--- config.mk ---
export PLATFORM = sky130hd
export DESIGN_NAME = i2c_master_byte_engine
export DESIGN_NICKNAME = d
export VERILOG_FILES = /design/src/hdl/ibe_pkg.sv /design/src/hdl/ibe_front.sv /design/src/hdl/ibe_back.sv /design/src/hdl/i2c_master_byte_engine.sv
export SDC_FILE = /design/constraint.sdc
export NUM_CORES = 1
export LEC_CHECK = 0
export BUFFER_PORTS_ARGS = -buffer_cell sky130_fd_sc_hd__buf_2
export CORE_UTILIZATION = 35
export DETAILED_ROUTE_END_ITERATION = 6
export SYNTH_ARGS = -nofsm -noshare
export SYNTH_HDL_FRONTEND = slang
export SYNTH_HIERARCHICAL = 1
export SYNTH_SLANG_ARGS = --single-unit
--- constraint.sdc ---
create_clock -name clk -period 4.9 [get_ports clk]
set_clock_uncertainty 0.1 [all_clocks]
set_input_delay 0.245 -clock clk [delete_from_list [all_inputs] [get_ports clk]]
set_output_delay 0.245 -clock clk [all_outputs]
set_load 0.02 [all_outputs]
--- src/hdl/ibe_pkg.sv ---
// Shared types and constants for the I2C master byte engine.
package ibe_pkg;

  typedef enum logic [1:0] {
    OP_START = 2'd0,
    OP_STOP  = 2'd1,
    OP_WRITE = 2'd2,
    OP_READ  = 2'd3
  } op_t;

  // One tick as it travels from the front to the back.
  typedef struct packed {
    logic       cmd_valid;
    op_t        op;
    logic [7:0] tx_byte;
    logic       send_ack;
    logic       sda_in;
  } item_t;

  localparam int QUEUE_DEPTH = 4;
  localparam int QPTR_W      = $clog2(QUEUE_DEPTH);
  localparam int QCNT_W      = QPTR_W + 1;

  localparam int PHASE_W     = 3;
  localparam int TICK_W      = 16;
  localparam int BIT_CNT_W   = 4;
  localparam int BYTE_W      = 8;

  localparam logic [TICK_W-1:0]    PHASE_TICKS_RESET = 16'd50;
  localparam logic [BIT_CNT_W-1:0] BITS_PER_BYTE     = 4'd8;

  localparam int APB_ADDR_W = 3;
  localparam int APB_DATA_W = 32;
  localparam logic [APB_ADDR_W-1:0] REG_PHASE_TICKS = 3'd0;

endpackage

--- src/hdl/ibe_front.sv ---
// Front end: takes tick transfers, decodes the opcode and queues them for the engine.
module ibe_front import ibe_pkg::*; (
  input  logic       clk,
  input  logic       rst,
  input  logic       in_valid,
  output logic       in_stall,
  input  logic       cmd_valid,
  input  logic [1:0] opcode,
  input  logic [7:0] tx_byte,
  input  logic       send_ack,
  input  logic       sda_in,
  output logic       q_valid,
  output item_t      q_item,
  input  logic       q_pop
);

  item_t             q_mem [QUEUE_DEPTH];
  logic [QPTR_W-1:0] wr_ptr;
  logic [QPTR_W-1:0] rd_ptr;
  logic [QCNT_W-1:0] q_count;
  logic              push;
  logic              pop;
  item_t             in_item;

  always_comb begin
    in_item.cmd_valid = cmd_valid;
    in_item.op        = op_t'(opcode);
    in_item.tx_byte   = tx_byte;
    in_item.send_ack  = send_ack;
    in_item.sda_in    = sda_in;
  end

  assign in_stall = (q_count == QCNT_W'(QUEUE_DEPTH));
  assign push     = in_valid && !in_stall;
  assign q_valid  = (q_count != '0);
  assign pop      = q_pop && q_valid;
  assign q_item   = q_mem[rd_ptr];

  always_ff @(posedge clk) begin
    if (push) begin
      q_mem[wr_ptr] <= in_item;
    end
  end

  always_ff @(posedge clk) begin
    if (rst) begin
      wr_ptr  <= '0;
      rd_ptr  <= '0;
      q_count <= '0;
    end else begin
      if (push) begin
        wr_ptr <= wr_ptr + QPTR_W'(1);
      end
      if (pop) begin
        rd_ptr <= rd_ptr + QPTR_W'(1);
      end
      case ({push, pop})
        2'b10:   q_count <= q_count + QCNT_W'(1);
        2'b01:   q_count <= q_count - QCNT_W'(1);
        default: q_count <= q_count;
      endcase
    end
  end

endmodule

--- src/hdl/ibe_back.sv ---
// Back end: the phase sequencer that advances one tick per queued transfer.
module ibe_back import ibe_pkg::*; (
  input  logic              clk,
  input  logic              rst,
  input  logic              q_valid,
  input  item_t             q_item,
  output logic              q_pop,
  input  logic [TICK_W-1:0] phase_ticks,
  output logic              out_valid,
  input  logic              out_stall,
  output logic              scl_level,
  output logic              sda_level,
  output logic              sda_drive,
  output logic              busy_res,
  output logic              done_res,
  output logic [7:0]        rx_byte,
  output logic              slave_ack
);

  op_t                  kind, kind_next;
  logic [PHASE_W-1:0]   phase, phase_next;
  logic [BIT_CNT_W-1:0] bit_cnt, bit_cnt_next;
  logic [TICK_W-1:0]    tick_cnt, tick_cnt_next;
  logic [BYTE_W-1:0]    shift, shift_next;
  logic                 ack_choice, ack_choice_next;
  logic                 busy, busy_next;
  logic                 scl, scl_next;
  logic                 sda, sda_next;
  logic                 sda_drv, sda_drv_next;
  logic [BYTE_W-1:0]    rx, rx_next;
  logic                 ack, ack_next;
  logic                 done_next;

  logic                 take;
  logic [TICK_W-1:0]    limit;
  logic [TICK_W-1:0]    tick_inc;
  logic                 do_enter;
  logic [PHASE_W-1:0]   enter_p;
  logic                 finish;

  // Take a tick whenever the output register is empty or being drained.
  assign take  = q_valid && (!out_valid || !out_stall);
  assign q_pop = take;

  assign limit    = (phase_ticks == '0) ? TICK_W'(1) : phase_ticks;
  assign tick_inc = tick_cnt + TICK_W'(1);

  always_comb begin
    kind_next       = kind;
    phase_next      = phase;
    bit_cnt_next    = bit_cnt;
    tick_cnt_next   = tick_cnt;
    shift_next      = shift;
    ack_choice_next = ack_choice;
    busy_next       = busy;
    scl_next        = scl;
    sda_next        = sda;
    sda_drv_next    = sda_drv;
    rx_next         = rx;
    ack_next        = ack;
    done_next       = 1'b0;
    do_enter        = 1'b0;
    enter_p         = '0;
    finish          = 1'b0;

    if (busy) begin
      tick_cnt_next = tick_inc;
      if (tick_inc >= limit) begin
        case (kind)
          OP_START, OP_STOP: begin
            if (phase >= PHASE_W'(2)) begin
              finish = 1'b1;
            end else begin
              do_enter = 1'b1;
              enter_p  = phase + PHASE_W'(1);
            end
          end
          OP_WRITE: begin
            if (phase == PHASE_W'(2)) begin
              shift_next   = {shift[BYTE_W-2:0], 1'b0};
              bit_cnt_next = bit_cnt + BIT_CNT_W'(1);
              do_enter     = 1'b1;
              enter_p      = (bit_cnt_next < BITS_PER_BYTE) ? PHASE_W'(0) : PHASE_W'(3);
            end else if (phase >= PHASE_W'(5)) begin
              scl_next = 1'b0;
              finish   = 1'b1;
            end else begin
              if (phase == PHASE_W'(4)) begin
                ack_next = q_item.sda_in;
              end
              do_enter = 1'b1;
              enter_p  = phase + PHASE_W'(1);
            end
          end
          default: begin
            if (phase == PHASE_W'(0)) begin
              shift_next = {shift[BYTE_W-2:0], q_item.sda_in};
              do_enter   = 1'b1;
              enter_p    = PHASE_W'(1);
            end else if (phase == PHASE_W'(1)) begin
              bit_cnt_next = bit_cnt + BIT_CNT_W'(1);
              do_enter     = 1'b1;
              enter_p      = (bit_cnt_next < BITS_PER_BYTE) ? PHASE_W'(0) : PHASE_W'(2);
            end else if (phase >= PHASE_W'(4)) begin
              if (ack_choice) begin
                sda_next = 1'b1;
              end
              rx_next = shift;
              finish  = 1'b1;
            end else begin
              do_enter = 1'b1;
              enter_p  = phase + PHASE_W'(1);
            end
          end
        endcase
      end
      if (finish) begin
        busy_next     = 1'b0;
        done_next     = 1'b1;
        tick_cnt_next = '0;
        phase_next    = '0;
        bit_cnt_next  = '0;
      end
    end else if (q_item.cmd_valid) begin
      kind_next       = q_item.op;
      ack_choice_next = q_item.send_ack;
      shift_next      = (q_item.op == OP_WRITE) ? q_item.tx_byte : '0;
      bit_cnt_next    = '0;
      busy_next       = 1'b1;
      do_enter        = 1'b1;
      enter_p         = '0;
    end

    // Apply the line levels of the phase being entered.
    if (do_enter) begin
      phase_next    = enter_p;
      tick_cnt_next = '0;
      case (kind_next)
        OP_START: begin
          if (enter_p == PHASE_W'(0)) begin
            sda_next     = 1'b1;
            scl_next     = 1'b1;
            sda_drv_next = 1'b1;
          end else if (enter_p == PHASE_W'(1)) begin
            sda_next = 1'b0;
          end else begin
            scl_next = 1'b0;
          end
        end
        OP_STOP: begin
          if (enter_p == PHASE_W'(0)) begin
            sda_next     = 1'b0;
            sda_drv_next = 1'b1;
          end else if (enter_p == PHASE_W'(1)) begin
            scl_next = 1'b1;
          end else begin
            sda_next = 1'b1;
          end
        end
        OP_WRITE: begin
          if (enter_p == PHASE_W'(0)) begin
            sda_next     = shift_next[BYTE_W-1];
            sda_drv_next = 1'b1;
          end else if (enter_p == PHASE_W'(1) || enter_p == PHASE_W'(4)) begin
            scl_next = 1'b1;
          end else if (enter_p == PHASE_W'(2)) begin
            scl_next = 1'b0;
          end else if (enter_p == PHASE_W'(3)) begin
            sda_next     = 1'b1;
            sda_drv_next = 1'b0;
          end else begin
            sda_drv_next = 1'b1;
          end
        end
        default: begin
          if (enter_p == PHASE_W'(0)) begin
            scl_next     = 1'b1;
            sda_drv_next = 1'b0;
          end else if (enter_p == PHASE_W'(1) || enter_p == PHASE_W'(4)) begin
            scl_next = 1'b0;
          end else if (enter_p == PHASE_W'(2)) begin
            sda_drv_next = 1'b1;
            sda_next     = !ack_choice_next;
          end else begin
            scl_next = 1'b1;
          end
        end
      endcase
    end
  end

  always_ff @(posedge clk) begin
    if (rst) begin
      kind       <= OP_START;
      phase      <= '0;
      bit_cnt    <= '0;
      tick_cnt   <= '0;
      shift      <= '0;
      ack_choice <= 1'b0;
      busy       <= 1'b0;
      scl        <= 1'b1;
      sda        <= 1'b1;
      sda_drv    <= 1'b1;
      rx         <= '0;
      ack        <= 1'b1;
      done_res   <= 1'b0;
      out_valid  <= 1'b0;
    end else begin
      if (take) begin
        kind       <= kind_next;
        phase      <= phase_next;
        bit_cnt    <= bit_cnt_next;
        tick_cnt   <= tick_cnt_next;
        shift      <= shift_next;
        ack_choice <= ack_choice_next;
        busy       <= busy_next;
        scl        <= scl_next;
        sda        <= sda_next;
        sda_drv    <= sda_drv_next;
        rx         <= rx_next;
        ack        <= ack_next;
        done_res   <= done_next;
        out_valid  <= 1'b1;
      end else if (!out_stall) begin
        out_valid <= 1'b0;
      end
    end
  end

  assign scl_level = scl;
  assign sda_level = sda;
  assign sda_drive = sda_drv;
  assign busy_res  = busy;
  assign rx_byte   = rx;
  assign slave_ack = ack;

endmodule

--- src/hdl/i2c_master_byte_engine.sv ---
// Top level of the I2C master byte engine: front queue, phase sequencer, APB register.
//
// Each input transfer is one tick of the bus engine: it carries an optional
// command (start, stop, write byte, read byte with ACK/NACK choice) and the
// sampled SDA level, and it yields exactly one output transfer with the SCL,
// SDA and SDA-drive levels after that tick, the busy flag, a done pulse on
// the completing tick, the last received byte and the last sampled slave ACK.
// A command offered while the engine is busy (including on its completing
// tick) is dropped. Every phase of a command lasts phase_ticks ticks (a value
// of zero counts as one); the register sits at APB byte address 0, resets to
// 50 and should be written only while no tick transfer is outstanding.
// Throughput is one transfer per clock when neither side stalls: the
// sequencer evaluates a full tick in its combinational next-state logic.
// An input transfer is registered in the four-entry queue between the front
// and the sequencer, then in the output register. The queue absorbs output
// stalls, so in_stall rises only once four transfers are waiting.
module i2c_master_byte_engine import ibe_pkg::*; (
  input  logic                  clk,
  input  logic                  rst,
  // tick input channel
  input  logic                  in_valid,
  output logic                  in_stall,
  input  logic                  cmd_valid,
  input  logic [1:0]            opcode,
  input  logic [7:0]            tx_byte,
  input  logic                  send_ack,
  input  logic                  sda_in,
  // tick result channel
  output logic                  out_valid,
  input  logic                  out_stall,
  output logic                  scl_level,
  output logic                  sda_level,
  output logic                  sda_drive,
  output logic                  busy_res,
  output logic                  done_res,
  output logic [7:0]            rx_byte,
  output logic                  slave_ack,
  // configuration port
  input  logic                  psel,
  input  logic                  penable,
  input  logic                  pwrite,
  input  logic [APB_ADDR_W-1:0] paddr,
  input  logic [APB_DATA_W-1:0] pwdata,
  output logic [APB_DATA_W-1:0] prdata,
  output logic                  pready
);

  logic              q_valid;
  item_t             q_item;
  logic              q_pop;
  logic [TICK_W-1:0] phase_ticks;
  logic              reg_write;

  // Accept a register write on the access cycle; the port never waits.
  assign pready    = 1'b1;
  assign reg_write = psel && penable && pwrite && pready;

  always_ff @(posedge clk) begin
    if (rst) begin
      phase_ticks <= PHASE_TICKS_RESET;
    end else if (reg_write && paddr == REG_PHASE_TICKS) begin
      phase_ticks <= pwdata[TICK_W-1:0];
    end
  end

  // Return the register on its address, zero elsewhere.
  assign prdata = (paddr == REG_PHASE_TICKS) ? APB_DATA_W'(phase_ticks) : '0;

  ibe_front u_front (
    .clk       (clk),
    .rst       (rst),
    .in_valid  (in_valid),
    .in_stall  (in_stall),
    .cmd_valid (cmd_valid),
    .opcode    (opcode),
    .tx_byte   (tx_byte),
    .send_ack  (send_ack),
    .sda_in    (sda_in),
    .q_valid   (q_valid),
    .q_item    (q_item),
    .q_pop     (q_pop)
  );

  ibe_back u_back (
    .clk         (clk),
    .rst         (rst),
    .q_valid     (q_valid),
    .q_item      (q_item),
    .q_pop       (q_pop),
    .phase_ticks (phase_ticks),
    .out_valid   (out_valid),
    .out_stall   (out_stall),
    .scl_level   (scl_level),
    .sda_level   (sda_level),
    .sda_drive   (sda_drive),
    .busy_res    (busy_res),
    .done_res    (done_res),
    .rx_byte     (rx_byte),
    .slave_ack   (slave_ack)
  );

endmodule

==> impl_summary.txt, run 1 <==
----------------------------------------------------
[Timing]
  Number of pins with negative max-slew slack in the final report ... 0
  Time the final worst path needs with I/O delays and setup ... roughly 4.4 ns
  Tcrit/Tclk final ... a little under 90%
  Fin. Hold Viols ... 0
  Normalized max-slew margin ... around two fifths
  Worst-margin pin slew ... between 0.8 and 0.9 ns
  Number of failing setup endpoints in the final timing report ... 0
  Sum of negative setup slack ... 0 ns
  Worst-case hold slack ... between 0.02 and 0.025 ns
  Fmax achieved ... between 0.2 and 0.25 GHz
  Unrepaired setup endpoints after global routing ... false

[Worst setup path]
  Most frequent CP cell ... sky130_fd_sc_hd__and3_1
  Instance count on the critical path ... 17
  Launching point of the worst reg2reg path ... u_back/tick_cnt[0]$_SDFFE_PP0P_
  Delay of the slowest cell on the worst path ... about 0.41 ns
  Flop2flop setup slack ... ~0.53 ns
  Startpoint kind of the worst setup timing path ... register
  Type of element capturing the critical path ... register
  Critical path start-end classification ... reg2reg
  Critical path capture point ... u_back/sda_level$_SDFFE_PP1P_
  Start point of the critical path ... u_back/tick_cnt[0]$_SDFFE_PP0P_
  CP Cell Sequence ... ha_1 -> and3_1 -> nand3_1 -> nor2_1 -> and3_1 -> nand3_1 -> xnor2_1 -> ha_1 -> nand4_1 -> nor3_1 -> o311ai_1 -> and3_1 -> buf_4 -> a2111oi_4 -> o22ai_1 -> a211oi_2 -> o221ai_1
  Number of cell instances on the worst register-to-register path ... 17
  CP Max Fanout ... 16
  CP max-delay cell ... sky130_fd_sc_hd__dfxtp_1
  Largest delay share family, worst path ... simple AND/OR/NAND/NOR gates
  Buf/Inv on CP ... 1
  CP Data Required Time ... between 5 and 6 ns
  Data arrival at the endpoint of the critical path ... between 4 and 5 ns
  Critical register-to-register path endpoint ... u_back/sda_level$_SDFFE_PP1P_

[CTS]
  Worst-skew pair later-pin latency ... ~0.42 ns
  Deepest level of the CTS H-tree ... 4
  Clock transition time at the flip-flop clock pins of the worst setup and hold paths ... 0.06 ns
  Maximum clock path buffer count ... 2
  Root cell of the clock tree ... sky130_fd_sc_hd__clkbuf_16
  TritonCTS Buffers ... 17
  Setup fix buffers added after clock tree synthesis ... 0
  Clock tree from TritonCTS ... yes
  CTS Sinks ... between 100 and 150

[Route]
  Drt first pass iters ... 5
  Post-detailed-route via-to-cell ratio ... 4.944
  Remaining number of nets flagged by the antenna check after routing ... 0
  Number of DRC markers after the initial detailed-route iteration ... roughly 300
  DRC violations left ... 0
  Total length of routed wires ... approximately 15000 um
  Overall via count from detail_route ... roughly 5200
  Wire length per cell after detailed routing ... roughly 14 um

[Cells and area]
  Total area of multi-input combinational cells ... between 3000 and 4000 um2
  Fraction of layout cells with a size suffix above 1 ... ~18%
  FF+latch area ... between 3000 and 4000 um2
  Count of inserted antenna diode cells ... 0
  Layout area overhead ... 19.62%
  NumNets Final ... 868
  Most used cells in the layout excluding fill and tap cells ... sky130_fd_sc_hd__nor2_1, sky130_fd_sc_hd__dfxtp_1, sky130_fd_sc_hd__buf_2
  Fill cell instance count of the final layout ... roughly 1900

[Synthesis]
  Number of warnings issued by yosys ... 6
  Post-synth EDFFs ... 52
  Xor-xnor portion of the synthesized cell area ... under 10%
  Mean cell area of the mapped netlist ... roughly 10 um2
  Portion of netlist area occupied by mux cells ... under 10%
  Share of synthesized area occupied by flip-flops and latches ... 44.42%
  Mapped cell area ... roughly 6900 um2
  Post-synthesis register bit count ... approximately 130
  Flip-flop cell with the highest count after synthesis ... sky130_fd_sc_hd__dfxtp_1
  Post-synthesis compound-gate area fraction ... a little over an eighth
  Basic-gate share of the synthesized area counting and, or, nand and nor cells ... between 15 and 20%
  Main combinational cell family by area after synthesis ... simple AND/OR/NAND/NOR gates
  Synth Area in Adders ... a little under 6%
  Synthesized instance count ... between 600 and 700
  Unique cell type count in the Yosys netlist ... ~80
  Proportion of synthesized flip-flops having asynchronous set or reset ... 0%

[Floorplanning]
  Width of the die ... 141.9 um
  Count of pins on the block boundary ... 104
  Core footprint ... between 15000 and 20000 um2
  Die Y-Extent ... 141.9 um
  Die footprint ... 20140 um2
  Site Rows ... 50
  Starting utilization of the core area ... 36.14%

[Global routing]
  Vias in the first global route ... 4959
  Pin count of the biggest net entering global routing ... between 80 and 90
  Total Routing Usage GR ... 15.54%
  Total global routing overflow ... 0
  Wire length of the first global-routing pass ... between 20000 and 25000 um
  Number of antenna violations at the first check in global routing ... 0

[Min path]
  Source of the worst hold timing path ... pwdata[4]
  Hold WC Path Type ... in2reg
  Number of cells on the worst hold path ... 3

[Pwr]
  Maximum vdd ir drop ... ~0.32 mV
  Power density normalized to cell area ... ~430 nW/um2
  Leakage ... around 3.2 nW

[Placement]
  Post-detail-place hpwl ... ~10000 um
  Input/output buffers ... 70
  Placer congestion estimate ... between 0.8 and 0.9

[Job]
  Number of max-capacitance violations reported ... 0

[Status]
  Result of the run ... complete, no violations

----------------------------------------------------
cells in the mapped netlist (13+ instances only):
master	number	share of area [%]
sky130_fd_sc_hd__dfxtp_1	74	22
sky130_fd_sc_hd__nand3_1	17	1.2
sky130_fd_sc_hd__mux2i_1	29	4.2
sky130_fd_sc_hd__and2_1	20	1.8
sky130_fd_sc_hd__o21ai_0	27	2.0
sky130_fd_sc_hd__nand2b_1	31	2.8
sky130_fd_sc_hd__clkbuf_1	16	0.88
sky130_fd_sc_hd__a22oi_1	13	1.4
sky130_fd_sc_hd__nand2_1	34	1.9
sky130_fd_sc_hd__edfxtp_1	52	23
sky130_fd_sc_hd__nor2_1	74	4.1
sky130_fd_sc_hd__ha_1	31	5.7
sky130_fd_sc_hd__a21oi_1	36	2.6
sky130_fd_sc_hd__inv_1	42	2.3
sky130_fd_sc_hd__buf_4	21	2.3
cell type report:
class | count | share of cell area (%)
inverter | 44 | 2.016
sequential | 126 | 37.14
clock buffer | 18 | 5.237
multi-input combinational | 483 | 41.59
clock inverter | 14 | 1.313
timing repair buffer | 109 | 8.734
tap | 260 | 3.970
timing repair:
item	CTS	global route
endpoints found under the hold margin	68	0
gates resized for setup	0	0
setup endpoints to repair	0	0
hold buffers	29	0
registers in the layout, indices dropped and copies added, names as in the netlist, 2 cells and up, named ones only:
| signal | cells |
|---|---|
| phase_ticks | 16 |
| u_front/q_mem | 52 |
| u_back/phase | 3 |
| u_front/rd_ptr | 2 |
| u_back/bit_cnt | 4 |
| u_back/rx_byte | 8 |
| u_front/wr_ptr | 2 |
| u_back/kind | 2 |
| u_front/q_count | 3 |
| u_back/tick_cnt | 16 |
| u_back/shift | 8 |
how the worst min path moves through the flow:
stage | endpoint | slack, ns
after global placement | u_back/done_res$_SDFFE_PP0P_ | 0.34
after detailed placement | u_back/sda_drive$_SDFFE_PP1P_ | 0.36
final | phase_ticks[4]$_SDFFE_PP1P_ | 0.02
after global routing | phase_ticks[4]$_SDFFE_PP1P_ | 0.06
after CTS | phase_ticks[4]$_SDFFE_PP1P_ | 0.02
after floorplan | u_front/q_mem[0][0]$_DFFE_PP_ | 0.24
logic make-up after synthesis:
group / after synthesis
xor+xnor: 19
other cells: 2
compound gates: 134
buf+inv: 89
fa+ha+maj: 32
mux: 42
flops: 126
simple gates: 239
stage by stage:
| stage | utilization (%) | worst slack (ns) | total power [W] | instance area, um2 | instances |
|---|---|---|---|---|---|
| final | 43.23 | 0.5288 | 0.003508 | 8194 | 1054 |
| after global routing | 43.23 | 0.1646 | 0.003707 | 8194 | 1054 |
| after CTS | 43.23 | 0.5432 | 0.003539 | 8194 | 1054 |
| after detailed placement | 38.86 | 0.5577 | 0.002364 | 7367 | 993 |
| after global placement | 38.86 | 0.5814 | 0.002355 | 7367 | 993 |
| after floorplan | - | 1.102 | 0.002082 | 6907 | 698 |
power by group:
| part | internal, W | switching, W |
|---|---|---|
| clock network | 0.000653 | 0.000493 |
| registers | 0.00119 | 0.0000743 |
| logic | 0.000410 | 0.000684 |
layer usage:
metal  track usage (%)  share of wire [%]  wire [um]
met1             20.30                 48       7143
met4             6.112                1.6        241
met2             25.02                 47       7046
met3             3.409                3.2        473
met5                 0                  0          0
worst reg2reg max path, cell delays in order, from the launching register on:
cell                        delay [ns]
sky130_fd_sc_hd__dfxtp_1          0.41
sky130_fd_sc_hd__ha_1             0.24
sky130_fd_sc_hd__and3_1           0.22
sky130_fd_sc_hd__nand3_1          0.15
sky130_fd_sc_hd__nor2_1           0.27
sky130_fd_sc_hd__and3_1           0.27
sky130_fd_sc_hd__nand3_1          0.11
sky130_fd_sc_hd__xnor2_1          0.16
sky130_fd_sc_hd__ha_1             0.32
sky130_fd_sc_hd__nand4_1          0.11
sky130_fd_sc_hd__nor3_1           0.34
sky130_fd_sc_hd__o311ai_1         0.29
sky130_fd_sc_hd__and3_1           0.29
sky130_fd_sc_hd__buf_4            0.21
sky130_fd_sc_hd__a2111oi_4        0.28
sky130_fd_sc_hd__o22ai_1          0.15
sky130_fd_sc_hd__a211oi_2         0.20
sky130_fd_sc_hd__o221ai_1         0.13
Power figures use the tool's default switching activity.
==> run 2, diff against run 1 <==
--- a/config.mk
+++ b/config.mk
@@ -7,6 +7,7 @@
 export LEC_CHECK = 0
 export BUFFER_PORTS_ARGS = -buffer_cell sky130_fd_sc_hd__buf_2
 export CORE_UTILIZATION = 35
+export CTS_BUF_LIST = sky130_fd_sc_hd__clkbuf_8
 export DETAILED_ROUTE_END_ITERATION = 6
 export SYNTH_ARGS = -nofsm -noshare
 export SYNTH_HDL_FRONTEND = slang
==> impl_summary.txt, run 2 (synthesized netlist as in run 1, its figures left out) <==
----------------------------------------------------
[Status]
  Result of the run ... complete, no violations

[Placement]
  Setup slack after placement ... ~0.56 ns
  Instance area at placement ... 7367 um2
  Post-detail-place hpwl ... 10170 um
  Placer congestion estimate ... roughly 0.83
  Input/output buffers ... 70

[Worst setup path]
  Data arrival at the endpoint of the critical path ... between 4 and 5 ns
  Launching point of the worst reg2reg path ... u_back/tick_cnt[0]$_SDFFE_PP0P_
  Type of element capturing the critical path ... register
  Flop2flop setup slack ... between 0.5 and 0.6 ns
  CP Max Fanout ... 16
  Critical register-to-register path endpoint ... u_back/sda_level$_SDFFE_PP1P_
  Critical path start-end classification ... reg2reg
  Startpoint kind of the worst setup timing path ... register
  Number of cell instances on the worst register-to-register path ... 17
  CP Data Required Time ... 5.12 ns

[Timing]
  Normalized max-slew margin ... 42.42%
  Worst-margin pin slew ... about 0.86 ns
  Worst-case hold slack ... about 0.054 ns
  Final worst setup slack ... 0.5492 ns
  Number of pins with negative max-slew slack in the final report ... 0
  Fmax achieved ... roughly 0.23 GHz
  Sum of negative setup slack ... 0 ns
  Time the final worst path needs with I/O delays and setup ... 4.351 ns
  Number of failing setup endpoints in the final timing report ... 0
  Unrepaired setup endpoints after global routing ... false
  Tcrit/Tclk final ... 88.79%
  Fin. Hold Viols ... 0

[Route]
  Number of DRC markers after the initial detailed-route iteration ... around 270
  Wire length per cell after detailed routing ... 14.12 um
  Drt first pass iters ... 4
  Post-detailed-route via-to-cell ratio ... 4.921
  Overall via count from detail_route ... slightly above 5000
  Total length of routed wires ... ~15000 um
  DRC violations left ... 0
  Remaining number of nets flagged by the antenna check after routing ... 0

[CTS]
  TritonCTS Buffers ... 17
  Clock tree from TritonCTS ... yes
  Setup fix buffers added after clock tree synthesis ... 0
  CTS Sinks ... 126
  Clock transition time at the flip-flop clock pins of the worst setup and hold paths ... around 0.080 ns
  Total of hold buffers inserted after clock tree synthesis ... 30
  Maximum clock path buffer count ... 2
  Gates resized, CTS repair ... 0
  Worst-skew pair later-pin latency ... 0.44 ns
  Root cell of the clock tree ... sky130_fd_sc_hd__clkbuf_8
  Deepest level of the CTS H-tree ... 4

[Min path]
  Hold WC Path Type ... in2reg
  Source of the worst hold timing path ... in_valid
  Endpoint with the worst hold slack ... u_front/wr_ptr[0]$_SDFFE_PP0P_
  Number of cells on the worst hold path ... 4

[Cells and area]
  Fill cell instance count of the final layout ... approximately 1900
  Count of inserted antenna diode cells ... 0
  Fraction of layout cells with a size suffix above 1 ... between 10% and 20%
  Register bank with the most flops ... u_front/q_mem
  Most used cells in the layout excluding fill and tap cells ... sky130_fd_sc_hd__nor2_1, sky130_fd_sc_hd__dfxtp_1, sky130_fd_sc_hd__buf_2
  NumNets Final ... a little under 900
  Post-route core utilization ... between 40% and 50%
  Layout area overhead ... 16.97%
  Max reg flops ... 52
  Post-route cell area ... about 8000 um2
  Registers with the most flip-flops ... u_front/q_mem x52, phase_ticks x16, u_back/tick_cnt x16

[Global routing]
  Number of antenna violations at the first check in global routing ... 0
  Total global routing overflow ... 0
  Pin count of the biggest net entering global routing ... roughly 90
  Wire length of the first global-routing pass ... between 20000 and 25000 um
  Vias in the first global route ... just under 5000
  Total Routing Usage GR ... 15.56%

[Floorplanning]
  Count of pins on the block boundary ... 104
  Die Y-Extent ... between 100 and 150 um
  Site Rows ... 50
  Starting utilization of the core area ... a little over a third
  Die footprint ... between 20000 and 25000 um2
  Core footprint ... 18960 um2
  Width of the die ... 141.9 um

[Pwr]
  Reg power frac ... between 40 and 50%
  Maximum vdd ir drop ... roughly 0.31 mV
  Share of total power in the clock network ... 25.2%
  Internal power component ... just under 0.002 W
  Power density normalized to cell area ... between 300 and 400 nW/um2
  Switch share ... 38.11%
  Leakage ... 3.103 nW
  Switching pwr ... about 0.0012 W
  Proportion of power drawn by combinational gates ... 34.7%

[Job]
  Number of max-capacitance violations reported ... 0

----------------------------------------------------
[run 2: layout make-up]
cell class              count  area (um2)  share of cell area (%)
clock inverters            15       111.4                   1.390
multi-input cells         483        3408                   42.54
clock buffers              17       234.0                   2.920
repair buffers            110       725.7                   9.057
flip-flops and latches    126        3043                   37.98
inverters                  44       165.2                   2.061
well taps                 260       325.3                   4.060
[run 2: worst max path at each step]
| stage | slack (ns) | from | endpoint |
|---|---|---|---|
| floorplan | 1.10 | u_back/tick_cnt[0]$_SDFFE_PP0P_ | u_back/sda_level$_SDFFE_PP1P_ |
| global placement | 0.58 | u_back/tick_cnt[0]$_SDFFE_PP0P_ | u_back/sda_level$_SDFFE_PP1P_ |
| detailed placement | 0.56 | u_back/tick_cnt[0]$_SDFFE_PP0P_ | u_back/sda_level$_SDFFE_PP1P_ |
| CTS | 0.54 | u_back/tick_cnt[0]$_SDFFE_PP0P_ | u_back/sda_level$_SDFFE_PP1P_ |
| global route | 0.16 | u_back/tick_cnt[0]$_SDFFE_PP0P_ | u_back/scl_level$_SDFFE_PP1P_ |
| finish | 0.55 | u_back/tick_cnt[0]$_SDFFE_PP0P_ | u_back/sda_level$_SDFFE_PP1P_ |
[run 2: power by group through the flow]
stage | Clock [W] | Sequential (W) | Combinational, W
detailed placement | 0 | 0.00129 | 0.00107
floorplan | 0 | 0.00129 | 0.000790
global placement | 0 | 0.00129 | 0.00107
CTS | 0.000832 | 0.00127 | 0.00110
global route | 0.000866 | 0.00128 | 0.00121
finish | 0.000798 | 0.00127 | 0.00110
[run 2: routing by layer]
metal / GRT usage [%] / vias up / wire [um]
met5: 0 / - / 0
met4: 6.621 / 0 / 189
met3: 3.139 / 16 / 445
met2: 25.10 / 96 / 7142
met1: 20.25 / 2459 / 7114
li1: - / 2621 / -
[run 2: worst max-delay path: stages, from the launching register on]
cell                        delay [ns]
sky130_fd_sc_hd__dfxtp_1          0.42
sky130_fd_sc_hd__ha_1             0.24
sky130_fd_sc_hd__and3_1           0.22
sky130_fd_sc_hd__nand3_1          0.15
sky130_fd_sc_hd__nor2_1           0.26
sky130_fd_sc_hd__and3_1           0.27
sky130_fd_sc_hd__nand3_1          0.11
sky130_fd_sc_hd__xnor2_1          0.16
sky130_fd_sc_hd__ha_1             0.32
sky130_fd_sc_hd__nand4_1          0.11
sky130_fd_sc_hd__nor3_1           0.34
sky130_fd_sc_hd__o311ai_1         0.28
sky130_fd_sc_hd__and3_1           0.29
sky130_fd_sc_hd__buf_4            0.21
sky130_fd_sc_hd__a2111oi_4        0.27
sky130_fd_sc_hd__o22ai_1          0.15
sky130_fd_sc_hd__a211oi_2         0.20
sky130_fd_sc_hd__o221ai_1         0.13
[run 2: through the flow]
step                      power [W]  cells
after floorplan            0.002082    698
after global placement     0.002355    993
after detailed placement   0.002364    993
after CTS                  0.003196   1055
after global routing       0.003359   1055
final                      0.003163   1055
==> run 3, diff against run 2 <==
--- a/config.mk
+++ b/config.mk
@@ -7,7 +7,7 @@
 export LEC_CHECK = 0
 export BUFFER_PORTS_ARGS = -buffer_cell sky130_fd_sc_hd__buf_2
 export CORE_UTILIZATION = 35
-export CTS_BUF_LIST = sky130_fd_sc_hd__clkbuf_8
+export CTS_BUF_LIST = sky130_fd_sc_hd__clkbuf_16
 export DETAILED_ROUTE_END_ITERATION = 6
 export SYNTH_ARGS = -nofsm -noshare
 export SYNTH_HDL_FRONTEND = slang
==> impl_summary.txt, run 3 (synthesized netlist as in run 1, its figures left out) <==
----------------------------------------------------
[Timing]
  Unrepaired setup endpoints after global routing ... false
  Sum of negative setup slack ... 0 ns
  Fmax achieved ... approximately 0.23 GHz
  Tcrit/Tclk final ... approximately nine tenths
  Worst-margin pin slew ... 0.8687 ns
  Number of failing setup endpoints in the final timing report ... 0
  Number of pins with negative max-slew slack in the final report ... 0
  Time the final worst path needs with I/O delays and setup ... 4.371 ns
  Fin. Hold Viols ... 0
  Normalized max-slew margin ... a little over two fifths

[Floorplanning]
  Die footprint ... 20140 um2
  Width of the die ... ~140 um
  Starting utilization of the core area ... about 36%
  Count of pins on the block boundary ... ~100
  Site Rows ... 50
  Die Y-Extent ... ~140 um
  Core footprint ... ~19000 um2

[Route]
  DRC violations left ... 0
  Wire length per cell after detailed routing ... 14.14 um
  Wire length on met1 ... roughly 7100 um
  Remaining number of nets flagged by the antenna check after routing ... 0
  WL met3 ... 473 um
  Drt first pass iters ... 5
  Post-detailed-route via-to-cell ratio ... around 4.9
  Met2 WL ... between 7000 and 8000 um
  Number of DRC markers after the initial detailed-route iteration ... between 300 and 400
  Overall via count from detail_route ... 5211
  Total length of routed wires ... 14910 um
  Top sig layer ... met4

[Placement]
  Post-detail-place hpwl ... just over 10000 um
  Input/output buffers ... 70
  Cells after DPL ... between 900 and 1000
  Placer congestion estimate ... 0.8295

[Cells and area]
  Register bank with the most flops ... u_front/q_mem
  Final cell count without fillers ... 1054
  Count of inserted antenna diode cells ... 0
  Fraction of layout cells with a size suffix above 1 ... 17.51%
  FF+latch area ... between 3000 and 4000 um2
  Max reg flops ... 52
  Layout area overhead ... 19.62%
  Registers with the most flip-flops ... u_front/q_mem x52, phase_ticks x16, u_back/tick_cnt x16
  NumNets Final ... between 800 and 900
  Total area of multi-input combinational cells ... approximately 3400 um2
  Most used cells in the layout excluding fill and tap cells ... sky130_fd_sc_hd__nor2_1, sky130_fd_sc_hd__dfxtp_1, sky130_fd_sc_hd__buf_2
  Fill cell instance count of the final layout ... between 1500 and 2000

[Global routing]
  Pin count of the biggest net entering global routing ... between 80 and 90
  Vias in the first global route ... ~5000
  Wire length of the first global-routing pass ... between 20000 and 25000 um
  Number of antenna violations at the first check in global routing ... 0
  Total global routing overflow ... 0
  Total Routing Usage GR ... roughly 16%

[Worst setup path]
  Critical register-to-register path endpoint ... u_back/sda_level$_SDFFE_PP1P_
  Launching point of the worst reg2reg path ... u_back/tick_cnt[0]$_SDFFE_PP0P_
  Data arrival at the endpoint of the critical path ... 4.57 ns
  Startpoint kind of the worst setup timing path ... register
  Type of element capturing the critical path ... register
  CP Max Fanout ... 16
  Flop2flop setup slack ... ~0.53 ns
  Number of cell instances on the worst register-to-register path ... 17
  Critical path start-end classification ... reg2reg
  CP Data Required Time ... approximately 5 ns

[Pwr]
  Leakage ... 3.186 nW
  Power density normalized to cell area ... roughly 430 nW/um2
  Maximum vdd ir drop ... around 0.32 mV

[Min path]
  Endpoint with the worst hold slack ... phase_ticks[4]$_SDFFE_PP1P_
  Hold WC Path Type ... in2reg
  Number of cells on the worst hold path ... 3
  Source of the worst hold timing path ... pwdata[4]

[Job]
  Number of max-capacitance violations reported ... 0

[CTS]
  Root cell of the clock tree ... sky130_fd_sc_hd__clkbuf_16
  Clock transition time at the flip-flop clock pins of the worst setup and hold paths ... around 0.060 ns
  Clock tree from TritonCTS ... yes
  CTS Sinks ... about 130
  Worst-skew pair later-pin latency ... 0.42 ns
  TritonCTS Buffers ... 17
  Maximum clock path buffer count ... 2
  Deepest level of the CTS H-tree ... 4

[Status]
  Result of the run ... complete, no violations

----------------------------------------------------
[run 3: worst max path at each step]
stage,end,from,cells past startpoint,slack (ns)
finish,u_back/sda_level$_SDFFE_PP1P_,u_back/tick_cnt[0]$_SDFFE_PP0P_,17,0.53
global placement,u_back/sda_level$_SDFFE_PP1P_,u_back/tick_cnt[0]$_SDFFE_PP0P_,17,0.58
detailed placement,u_back/sda_level$_SDFFE_PP1P_,u_back/tick_cnt[0]$_SDFFE_PP0P_,17,0.56
global route,u_back/scl_level$_SDFFE_PP1P_,u_back/tick_cnt[0]$_SDFFE_PP0P_,17,0.16
floorplan,u_back/sda_level$_SDFFE_PP1P_,u_back/tick_cnt[0]$_SDFFE_PP0P_,18,1.10
CTS,u_back/sda_level$_SDFFE_PP1P_,u_back/tick_cnt[0]$_SDFFE_PP0P_,17,0.54
[run 3: power breakdown]
group	switching [W]	leakage, nW	internal (W)
clock network	0.000493	0.254	0.000651
logic	0.000684	1.86	0.000410
registers	0.0000743	1.08	0.00119
[run 3: worst max-delay path: stages (launching register included)]
cell	delay, ns
sky130_fd_sc_hd__dfxtp_1	0.41
sky130_fd_sc_hd__ha_1	0.24
sky130_fd_sc_hd__and3_1	0.22
sky130_fd_sc_hd__nand3_1	0.15
sky130_fd_sc_hd__nor2_1	0.27
sky130_fd_sc_hd__and3_1	0.27
sky130_fd_sc_hd__nand3_1	0.11
sky130_fd_sc_hd__xnor2_1	0.16
sky130_fd_sc_hd__ha_1	0.32
sky130_fd_sc_hd__nand4_1	0.11
sky130_fd_sc_hd__nor3_1	0.34
sky130_fd_sc_hd__o311ai_1	0.29
sky130_fd_sc_hd__and3_1	0.29
sky130_fd_sc_hd__buf_4	0.21
sky130_fd_sc_hd__a2111oi_4	0.27
sky130_fd_sc_hd__o22ai_1	0.15
sky130_fd_sc_hd__a211oi_2	0.20
sky130_fd_sc_hd__o221ai_1	0.13
[run 3: area by class of cell]
class,instances,share of cell area [%]
clock buffer,17,5.192
clock inverter,15,1.359
inverter,44,2.016
multi-input combinational,483,41.59
sequential,126,37.14
tap,260,3.970
timing repair buffer,109,8.734
[run 3: through the flow]
stage / total power (W) / instance area (um2) / hold WS [ns] / setup slack (ns) / util, %
floorplan: 0.002082 / 6907 / 0.2439 / 1.102 / -
global placement: 0.002355 / 7367 / 0.3449 / 0.5814 / 38.86
detailed placement: 0.002364 / 7367 / 0.3596 / 0.5577 / 38.86
CTS: 0.003537 / 8194 / 0.02050 / 0.5432 / 43.23
global route: 0.003705 / 8194 / 0.05792 / 0.1646 / 43.23
finish: 0.003506 / 8194 / 0.02421 / 0.5288 / 43.23
[run 3: repair_timing]
action,CTS,global route
endpoints found under the setup margin,0,0
buffers inserted,0,0
endpoints found under the hold margin,68,0
gates resized for setup,0,0
hold buffers,29,0
[run 3: routing by layer]
metal | track usage [%] | up-vias
met3 | 3.409 | 17
met4 | 6.112 | 0
met1 | 20.30 | 2471
met5 | 0 | -
li1 | - | 2624
met2 | 25.02 | 99
